==> config.mk <==
export PLATFORM = sky130hd
export DESIGN_NAME = bubble_sort_swap_count_core
export DESIGN_NICKNAME = d
export VERILOG_FILES = /design/src/rtl/core/bsc_pkg.sv /design/src/rtl/core/bsc_datapath.sv /design/src/rtl/core/bsc_ctrl.sv /design/src/rtl/core/bubble_sort_swap_count_core.sv
export SDC_FILE = /design/constraint.sdc
export NUM_CORES = 1
export LEC_CHECK = 0
export CELL_PAD_IN_SITES_DETAIL_PLACEMENT = 0
export CELL_PAD_IN_SITES_GLOBAL_PLACEMENT = 1
export CORE_ASPECT_RATIO = 1.1
export CORE_MARGIN = 2
export CORE_UTILIZATION = 59
export CTS_BUF_LIST = sky130_fd_sc_hd__clkbuf_16
export CTS_CLUSTER_SIZE = 28
export DETAILED_ROUTE_END_ITERATION = 8
export DONT_BUFFER_PORTS = 1
export PLACE_DENSITY = 0.81
export SLEW_MARGIN = 10
export SYNTH_ARGS = -nofsm -noshare
export SYNTH_HDL_FRONTEND = slang
export SYNTH_HIERARCHICAL = 1
export SYNTH_SLANG_ARGS = --single-unit
==> constraint.sdc <==
create_clock -name clk -period 11.7 [get_ports clk]
set_input_delay 0.585 -clock clk [delete_from_list [all_inputs] [get_ports clk]]
set_output_delay 0.585 -clock clk [all_outputs]
set_load 0.02 [all_outputs]
==> src/rtl/core/bsc_pkg.sv <==
// shared constants, types and command/status structs for the bubble sort core
`default_nettype none

package bsc_pkg;

	localparam int SIZE      = 32;
	localparam int IDX_W     = $clog2(SIZE);
	localparam int CNT_W     = $clog2(SIZE + 1);
	localparam int VAL_W     = 16;
	localparam int POS_W     = 5;
	localparam int SWAP_W    = 9;
	localparam int PAIRS_MAX = SIZE * (SIZE - 1) / 2;
	localparam int SWAP_CAP  = (PAIRS_MAX < 511) ? PAIRS_MAX : 511;

	typedef logic [IDX_W-1:0] idx_t;

	typedef enum logic [1:0] {
		WR_INPUT,
		WR_CMP,
		WR_CARRY
	} wr_sel_t;

	typedef struct packed {
		logic    mem_we;
		wr_sel_t wr_sel;
		idx_t    wr_addr;
		logic    rd_en;
		idx_t    rd_addr;
		logic    carry_load;
		logic    cmp_step;
		logic    swap_clr;
		logic    out_load;
		idx_t    out_pos;
		logic    out_last;
	} cmd_t;

	typedef struct packed {
		logic out_free;
	} sts_t;

endpackage

`default_nettype wire

==> src/rtl/core/bsc_datapath.sv <==
// element memory, carry register, comparator, swap counter and output register
`default_nettype none

module bsc_datapath (
	input  wire                                clk,
	input  wire                                arst_n,
	input  wire bsc_pkg::cmd_t                 cmd,
	output bsc_pkg::sts_t                      sts,
	input  wire signed [bsc_pkg::VAL_W-1:0]    element_value,
	output logic                               out_valid,
	input  wire                                out_stall,
	output logic signed [bsc_pkg::VAL_W-1:0]   sorted_value,
	output logic [bsc_pkg::POS_W-1:0]          position,
	output logic [bsc_pkg::SWAP_W-1:0]         swap_total,
	output logic                               last_flag
);
	import bsc_pkg::*;

	logic signed [VAL_W-1:0] mem [SIZE];
	logic signed [VAL_W-1:0] rd_data_q;
	logic signed [VAL_W-1:0] cur_q;
	logic signed [VAL_W-1:0] wr_data;
	logic [SWAP_W-1:0]       swap_q;
	logic                    gt;

	assign gt = cur_q > rd_data_q;

	always_comb begin
		case (cmd.wr_sel)
			WR_INPUT: wr_data = element_value;
			WR_CMP:   wr_data = gt ? rd_data_q : cur_q;
			WR_CARRY: wr_data = cur_q;
			default:  wr_data = cur_q;
		endcase
	end

	always_ff @(posedge clk) begin
		if (cmd.mem_we) begin
			mem[cmd.wr_addr] <= wr_data;
		end
		if (cmd.rd_en) begin
			rd_data_q <= mem[cmd.rd_addr];
		end
	end

	// the larger value keeps bubbling in the carry register
	always_ff @(posedge clk) begin
		if (cmd.carry_load || (cmd.cmp_step && !gt)) begin
			cur_q <= rd_data_q;
		end
	end

	always_ff @(posedge clk or negedge arst_n) begin
		if (!arst_n) begin
			swap_q <= '0;
		end else if (cmd.swap_clr) begin
			swap_q <= '0;
		end else if (cmd.cmp_step && gt && (swap_q < SWAP_W'(SWAP_CAP))) begin
			swap_q <= swap_q + SWAP_W'(1);
		end
	end

	always_ff @(posedge clk or negedge arst_n) begin
		if (!arst_n) begin
			out_valid <= 1'b0;
		end else if (cmd.out_load) begin
			out_valid <= 1'b1;
		end else if (!out_stall) begin
			out_valid <= 1'b0;
		end
	end

	always_ff @(posedge clk) begin
		if (cmd.out_load) begin
			sorted_value <= rd_data_q;
			position     <= POS_W'(cmd.out_pos);
			swap_total   <= swap_q;
			last_flag    <= cmd.out_last;
		end
	end

	assign sts.out_free = !out_valid || !out_stall;

endmodule

`default_nettype wire

==> src/rtl/core/bsc_ctrl.sv <==
// sequencer for load, bubble passes and ordered read-out
`default_nettype none

module bsc_ctrl (
	input  wire                  clk,
	input  wire                  arst_n,
	input  wire                  in_valid,
	output logic                 in_stall,
	input  wire bsc_pkg::sts_t   sts,
	output bsc_pkg::cmd_t        cmd
);
	import bsc_pkg::*;

	typedef enum logic [2:0] {
		ST_LOAD,
		ST_PASS_FIRST,
		ST_PASS_CMP,
		ST_PASS_END,
		ST_EMIT
	} state_t;

	state_t           state_q;
	idx_t             load_q;
	idx_t             top_q;
	idx_t             k_q;
	idx_t             k_inc;
	logic [CNT_W-1:0] iss_q;
	logic             pend_q;
	idx_t             pend_pos_q;
	logic             accept;
	logic             move;
	logic             issue;
	logic             iss_done;

	assign k_inc    = k_q + idx_t'(1);
	assign accept   = in_valid && (state_q == ST_LOAD);
	assign iss_done = (iss_q == CNT_W'(SIZE));
	assign move     = (state_q == ST_EMIT) && pend_q && sts.out_free;
	assign issue    = (state_q == ST_EMIT) && !iss_done && (!pend_q || move);
	assign in_stall = (state_q != ST_LOAD);

	always_comb begin
		cmd            = '0;
		cmd.wr_sel     = WR_INPUT;
		cmd.out_pos    = pend_pos_q;
		cmd.out_last   = (pend_pos_q == idx_t'(SIZE - 1));
		case (state_q)
			ST_LOAD: begin
				cmd.mem_we  = accept;
				cmd.wr_addr = load_q;
				if (accept && (load_q == idx_t'(SIZE - 1))) begin
					cmd.swap_clr = 1'b1;
					cmd.rd_en    = 1'b1;
					cmd.rd_addr  = '0;
				end
			end
			ST_PASS_FIRST: begin
				cmd.carry_load = 1'b1;
				cmd.rd_en      = 1'b1;
				cmd.rd_addr    = idx_t'(1);
			end
			ST_PASS_CMP: begin
				cmd.cmp_step = 1'b1;
				cmd.mem_we   = 1'b1;
				cmd.wr_sel   = WR_CMP;
				cmd.wr_addr  = k_q;
				if (k_inc != top_q) begin
					cmd.rd_en   = 1'b1;
					cmd.rd_addr = k_inc + idx_t'(1);
				end
			end
			ST_PASS_END: begin
				cmd.mem_we  = 1'b1;
				cmd.wr_sel  = WR_CARRY;
				cmd.wr_addr = top_q;
				if (top_q != idx_t'(1)) begin
					cmd.rd_en   = 1'b1;
					cmd.rd_addr = '0;
				end
			end
			ST_EMIT: begin
				cmd.out_load = move;
				cmd.rd_en    = issue;
				cmd.rd_addr  = iss_q[IDX_W-1:0];
			end
			default: begin
				cmd.wr_addr = load_q;
			end
		endcase
	end

	always_ff @(posedge clk or negedge arst_n) begin
		if (!arst_n) begin
			state_q    <= ST_LOAD;
			load_q     <= '0;
			top_q      <= '0;
			k_q        <= '0;
			iss_q      <= '0;
			pend_q     <= 1'b0;
			pend_pos_q <= '0;
		end else begin
			case (state_q)
				ST_LOAD: begin
					if (accept) begin
						if (load_q == idx_t'(SIZE - 1)) begin
							load_q  <= '0;
							top_q   <= idx_t'(SIZE - 1);
							state_q <= ST_PASS_FIRST;
						end else begin
							load_q <= load_q + idx_t'(1);
						end
					end
				end
				ST_PASS_FIRST: begin
					k_q     <= '0;
					state_q <= ST_PASS_CMP;
				end
				ST_PASS_CMP: begin
					if (k_inc == top_q) begin
						state_q <= ST_PASS_END;
					end else begin
						k_q <= k_inc;
					end
				end
				ST_PASS_END: begin
					top_q <= top_q - idx_t'(1);
					if (top_q == idx_t'(1)) begin
						iss_q   <= '0;
						pend_q  <= 1'b0;
						state_q <= ST_EMIT;
					end else begin
						state_q <= ST_PASS_FIRST;
					end
				end
				ST_EMIT: begin
					// one read in flight at most, handed to the output register when it frees
					if (issue) begin
						pend_q     <= 1'b1;
						pend_pos_q <= iss_q[IDX_W-1:0];
						iss_q      <= iss_q + CNT_W'(1);
					end else if (move) begin
						pend_q <= 1'b0;
						if (iss_done) begin
							state_q <= ST_LOAD;
						end
					end
				end
				default: begin
					state_q <= ST_LOAD;
				end
			endcase
		end
	end

endmodule

`default_nettype wire

==> src/rtl/core/bubble_sort_swap_count_core.sv <==
// bubble sort core with swap count: top level joining sequencer and datapath
//
// channel  direction  handshake            payload
// in       input      in_valid / in_stall  element_value
// out      output     out_valid/out_stall  sorted_value, position, swap_total, last_flag
//
// a block of SIZE items is loaded one per cycle, then sorted by passes over the
// element memory with one comparator: each pass loads the carry register, steps
// the comparator along the pairs below top and writes the carry to entry top
// reset clears the sequencer and counters; the element memory is left as is
// a stalled output holds the read-out; loading of the next block may start
// while the last result still waits in the output register
`default_nettype none

module bubble_sort_swap_count_core (
	input  wire                                clk,
	input  wire                                arst_n,
	input  wire                                in_valid,
	output logic                               in_stall,
	input  wire signed [bsc_pkg::VAL_W-1:0]    element_value,
	output logic                               out_valid,
	input  wire                                out_stall,
	output logic signed [bsc_pkg::VAL_W-1:0]   sorted_value,
	output logic [bsc_pkg::POS_W-1:0]          position,
	output logic [bsc_pkg::SWAP_W-1:0]         swap_total,
	output logic                               last_flag
);
	import bsc_pkg::*;

	cmd_t cmd;
	sts_t sts;

	bsc_ctrl u_ctrl (
		.clk      (clk),
		.arst_n   (arst_n),
		.in_valid (in_valid),
		.in_stall (in_stall),
		.sts      (sts),
		.cmd      (cmd)
	);

	bsc_datapath u_datapath (
		.clk           (clk),
		.arst_n        (arst_n),
		.cmd           (cmd),
		.sts           (sts),
		.element_value (element_value),
		.out_valid     (out_valid),
		.out_stall     (out_stall),
		.sorted_value  (sorted_value),
		.position      (position),
		.swap_total    (swap_total),
		.last_flag     (last_flag)
	);

`ifndef NO_ASSERTIONS
	a_no_overwrite: assert property (@(posedge clk) disable iff (!arst_n)
		cmd.out_load |-> sts.out_free)
		else $error("output register overwritten before it was taken");

	a_no_rw_clash: assert property (@(posedge clk) disable iff (!arst_n)
		(cmd.mem_we && cmd.rd_en) |-> (cmd.wr_addr != cmd.rd_addr))
		else $error("memory read and write at the same address");

	a_swap_cap: assert property (@(posedge clk) disable iff (!arst_n)
		out_valid |-> (swap_total <= SWAP_W'(SWAP_CAP)))
		else $error("swap total above its cap");

	a_load_vs_emit: assert property (@(posedge clk) disable iff (!arst_n)
		(in_valid && !in_stall) |-> !cmd.out_load)
		else $error("item accepted during read-out");
`endif

endmodule

`default_nettype wire

Yosys cells after proc, flatten, opt, wreduce, memory -nomap -nowiden
Memories as Yosys holds them, arrays and structs flattened. A register that Yosys moved wholly into a read port is not among the register bits.
Index checks and enable logic that the tools add are counted.
{ "word_totals": {"register_bits": 87, "mem_bits_rw": 512, "wordCells": 120, "mem_count": 1} }
{ "mem_list": {"columns": ["name", "depth", "word_bits", "rd", "rd_clocked_by_memory_dff", "wr", "line", "text"], "rows": [
  ["u_datapath.mem", 32, 16, 1, 1, 1, "bsc_datapath.sv:19", "logic signed [VAL_W-1:0] mem [SIZE];"]
]} }
{ "classes": {"addsub": 6, "magnitude_cmp": 2, "eq_ne": 23, "muxes": 41, "n_reduce_logical": 33} }
{ "ops": {"columns": ["op", "n"], "rows": [
  ["one-hot mux 16 bit (2 select lines)", 1],
  ["2-to-1 mux 6 bit", 5],
  ["one-hot mux 6 bit (5 select lines)", 1],
  ["2-to-1 mux 3 bit", 7],
  ["2-to-1 mux 5 bit", 4],
  ["one-hot mux 5 bit (2 select lines)", 2],
  ["2-to-1 mux 9 bit", 2],
  ["> comparator 16 bit", 1],
  ["2-to-1 mux 16 bit", 1],
  ["adder 5 x 1 -> 5 bit, second input constant", 3],
  ["one-hot mux 3 bit (5 select lines)", 1],
  ["one-hot mux 5 bit (3 select lines)", 1],
  ["inequality test 2 x 1 -> 1 bit, second input constant", 7],
  ["2-to-1 mux 1 bit", 12],
  ["one-hot mux 6 bit (2 select lines)", 1],
  ["== test 5 bit, second input constant", 2],
  ["adder 9 x 1 -> 9 bit, second input constant", 1],
  ["logical AND 1 bit", 9],
  ["< comparator 9 bit, second input constant", 1],
  ["AND reduction 3 bit", 3],
  ["nonzero test 2 bit", 4],
  ["adder 6 x 1 -> 6 bit, second input constant", 1],
  ["== test 3 x 2 -> 1 bit, second input constant", 2],
  ["== test 6 bit, second input constant", 1],
  ["20 further kinds", 32]
]} }

Logic depth before layout (Yosys ltp)
{ "logic_depth": {"depth_word": 7, "mapped_depth": 13, "depth_no_buf": 9} }

Cells and area by module
The synthesis kept the hierarchy.
{ "by_module_without_submodules": {"columns": ["module", "n_inst", "cells_per_inst", "area_per_inst_um2"], "rows": [
  ["bsc_datapath", 1, 991, 22753.1],
  ["bsc_ctrl", 1, 224, 2014.4]
]} }

Worst setup path before layout
OpenSTA, ideal clock, no wires.
{ "synth_timing": {"path_kind": "reg-to-reg", "start": "register u_ctrl.k_q[0]", "end": "register u_datapath.rd_data_q[0] (read register of u_datapath.mem), data pin", "setup_ns": 0.260, "arrival_time_ns": 3.761, "required_ns": 11.440, "path_slack_ns": 7.679, "path_stages_with_launch": 14, "path_buffers": 4, "synth_period_minus_slack_ns": 4.021, "cell_sequence": "dfrtp_1 -> buf_2 -> inv_1 -> ha_1 -> xor2_1 -> nand3_1 -> o31a_1 -> buf_2 -> a221o_1 -> buf_2 -> buf_1 -> mux4_2 -> mux4_2 -> mux2_2"} }
{ "synth_rtl": {"columns": ["element", "line", "text"], "rows": [
  ["from (decl)", "bsc_ctrl.sv:25", "idx_t k_q;"],
  ["from (signal assigned)", "bsc_ctrl.sv:122", "k_q <= k_inc;"],
  ["to (decl)", "bsc_datapath.sv:20", "logic signed [VAL_W-1:0] rd_data_q;"]
]} }

==> results_dict.tcl <==
set metrics [dict create \
    syn-num-nets 1260 \
    cts-htree-levels 2 \
    r2r_start "u_ctrl/state_q[1]" \
    startpoint_type "flop" \
    synth_area_um2 24770 \
    grt_pass1_wl_um 80970 \
    die_area_um2 43630 \
    ys_warn_count 6 \
    swShare_pct 27.14 \
    status "finished, final reports clean" \
    leakage_nw 8.848 \
    clkPwrFrac_pct 32.9 \
    cpMaxStageDelayCell "buf_4" \
    post-dp-hpwl_um 31130 \
    period_share_pct 47.55 \
    synth_edf_count 575 \
    tightest_slew_ps 1363 \
    die_width_um 199.4 \
    layout_commonest_cell "edfxtp_1" \
    max_stage_delay_ps 800 \
    grt_overflow_total 0 \
    fin_ws_ps 6137 \
    syn_inst 1215 \
    ys_types 60 \
    slew_headroom_pct 9.165 \
    drt_iter0_markers 1302 \
    wl_per_cell_um 29.20 \
    clock_latency_ps 630 \
    switchingPower_mw 1.674 \
    path_buf_inv 3 \
    pwr-share-comb_pct 19.3 \
    path_delay_family "buffers and inverters" \
    drt_wl_total_um 54450 \
    layout_common_cells "edfxtp_1 (575), mux4_2 (160), clkbuf_16 (58), dfrtp_1 (40), inv_1 (39)" \
    start_util_pct 59.85 \
    portBuffers 0 \
    finalCriticalPeriod_ps 5563 \
    path_clk_slew_ps 60 \
    grt_antenna_before_repair 3 \
    tritoncts "done" \
    core_um2 41380 \
    max-cap-violations 0 \
    ys.flop_type "edfxtp_1" \
    endpoint_kind "flop" \
    min_from "in_valid" \
    yosys.area.top_type "edfxtp_1" \
    area_growth_pct 11.85 \
    firstDrtPassIters 5 \
    async_flop_share_pct 6.504 \
    numCtsBuffers 58 \
    place_congestion 0.8236 \
    rows 78 \
    crit_arrival_ps 5930 \
    post_cts_resized 0 \
    irDropWorstVdd_v 0.0001904 \
    cp_data_required_time_ps 12060 \
    cp_max_fo 78 \
    synth_top_cell_area_share_pct 69.71 \
    worstRegToRegCells 10 \
    vias 12230 \
    hold_class "primary input to flop" \
    avgSynthCellArea_um2 20.38 \
    fin_worst_skew_ps 18.45 \
    placed_area_um2 25560 \
    hold_viol 0 \
    drc 0 \
    placedCellCount 1752 \
    power.internal_mw 4.493 \
    powerDensity_nw_per_um2 222.6 \
    cts-root-buf "clkbuf_16" \
    ys_top_cells_by_area "edfxtp_1 (70%), mux4_2 (15%), dfrtp_1 (4.0%)" \
    slew_viol_final 0 \
    instances_no_fill 1865 \
    max_freq_ghz 0.1798 \
    setup_tns_ps 0 \
    cts.sinks 615 \
    crit_chain "nor2b_1, nand2b_1, inv_1, o31a_1, a32o_4, buf_4, buf_4, mux4_2, mux4_2, mux2_2" \
    fp.dieH_um 218.9 \
    grt_pass1_vias 12400 \
    pwr-share-seq_pct 47.8 \
    grt_max_degree 79 \
    route.antenna.remaining_nets 0 \
    r2r-end "u_datapath/rd_data_q[15]" \
    reg2reg_slack_ps 6140 \
    io_pins 53 \
    hold_depth 2 \
    yosysSeqAreaShare_pct 73.76 \
    cts_buffer_depth 3 \
    place_ws_ps 5994 \
    hold_end "u_ctrl/state_q[0]" \
    final-setup-viol-count 0 \
    final_area_um2 27700 \
    rsz0062_at_grt "false" \
    via_per_inst 6.558 \
    grt_util_all_layers_pct 26.19 \
    ys_seq_elements 615 \
    drive_gt1_share_pct 28.40 \
    path_class "flop to flop" \
    nets 1300 \
]
-- cell families (layout without fill, tap and decap cells) --
group	after synthesis	after routing	synth area share, %
DFF	615	615	73.76
muxes	189	189	15.83
and+or+nand+nor	176	176	3.759
AOI/OAI and AO/OA	97	97	3.066
buffers and inverters	93	181	1.566
adders and majority gates	25	25	1.263
xor gates and xnor gates	20	20	0.7628
other	0	2	0
-- cells in the mapped netlist, types with 4 or more instances --
master,number
mux4_2,160
buf_1,16
a22o_1,6
and2_1,4
nor2b_1,5
nand3b_1,7
or3_1,21
nor4_1,4
ha_1,25
mux2_2,21
nand2_1,30
nor3_1,12
nor2_1,48
nand4_1,4
xor2_1,7
inv_1,34
a221o_1,7
edfxtp_1,575
xnor2_1,12
and3_1,4
a21oi_1,17
dfrtp_1,40
mux2i_1,8
nand3_1,18
nand2b_1,4
o221a_2,16
buf_2,7
o21ai_0,28
clkbuf_1,30
-- routing by layer --
metal | global-route usage (%) | wire length [um] | up-vias
met3 | 3.873 | 4728 | 104
met2 | 42.17 | 27140 | 611
met4 | 11.04 | 1910 | 0
li1 | - | - | 5095
met1 | 36.52 | 20680 | 6420
met5 | 0 | 0 | -
-- flip-flops by register name, summed over array words and instances (netlist names) --
| signal | cells |
|---|---|
| u_datapath/rd_data_q | 16 |
| u_datapath/mem | 512 |
| u_datapath/position | 5 |
| u_datapath/last_flag | 1 |
| u_datapath/swap_q | 9 |
| u_ctrl/state_q | 3 |
| u_datapath/sorted_value | 16 |
| u_datapath/out_valid | 1 |
| u_datapath/cur_q | 16 |
| u_datapath/swap_total | 9 |
| u_ctrl/pend_q | 1 |
| u_ctrl/k_q | 5 |
| u_ctrl/iss_q | 6 |
| u_ctrl/top_q | 5 |
| u_ctrl/load_q | 5 |
| u_ctrl/pend_pos_q | 5 |
-- stage by stage --
| step | total power, mW | utilization (%) | hold slack [ps] |
|---|---|---|---|
| floorplan | 3.749 | - | 289.4 |
| global placement | 4.134 | 61.76 | 291.3 |
| detailed placement | 4.178 | 61.76 | 290.8 |
| CTS | 6.201 | 66.87 | 117.8 |
| global route | 6.384 | 66.94 | 146.3 |
| finish | 6.167 | 66.95 | 150.4 |
-- worst max-delay path by stage --
stage	to	slack, ps	cells after the start	start
2_1_floorplan	u_datapath/rd_data_q[0]	7680	13	u_ctrl/k_q[0]
3_3_place_gp	u_datapath/rd_data_q[7]	6060	9	u_ctrl/state_q[1]
3_5_place_dp	u_datapath/rd_data_q[7]	5990	9	u_ctrl/state_q[1]
4_1_cts	u_datapath/rd_data_q[7]	5980	9	u_ctrl/state_q[1]
5_1_grt	u_datapath/rd_data_q[15]	5790	10	u_ctrl/state_q[1]
6_report	u_datapath/rd_data_q[15]	6140	10	u_ctrl/state_q[1]
-- worst reg2reg max path: cells and delay by family (launching register included) --
kind	cells	cell delay (ps)
buffers and inverters	3	2130
muxes	3	1290
AOI/OAI and AO/OA	2	760
DFF	1	640
and+or+nand+nor	2	490
-- timing repair --
action / 4_1_cts / 5_1_grt
buffers inserted: 0 / 0
hold buffers: 2 / 0
hold endpoints to repair: 40 / 0
-- final cells by class --
class / count / area (um2)
repair buffers: 38 / 327.8
diodes: 2 / 5.005
multi-input cells: 507 / 6195
clock inverters: 50 / 624.3
inverters: 35 / 131.4
clock buffers: 58 / 1451
well taps: 560 / 700.7
flip-flops and latches: 615 / 18270
fillers: 2645 / 13680
-- power groups by stage --
stage | sequential, mW | clock (mW) | combinational, mW
after floorplan | 2.93 | 0 | 0.820
after global placement | 2.98 | 0 | 1.15
after detailed placement | 2.99 | 0 | 1.18
after CTS | 2.95 | 2.06 | 1.20
after global routing | 2.97 | 2.14 | 1.28
final | 2.95 | 2.03 | 1.19
Note: power is estimated with default switching activity, not from simulation.
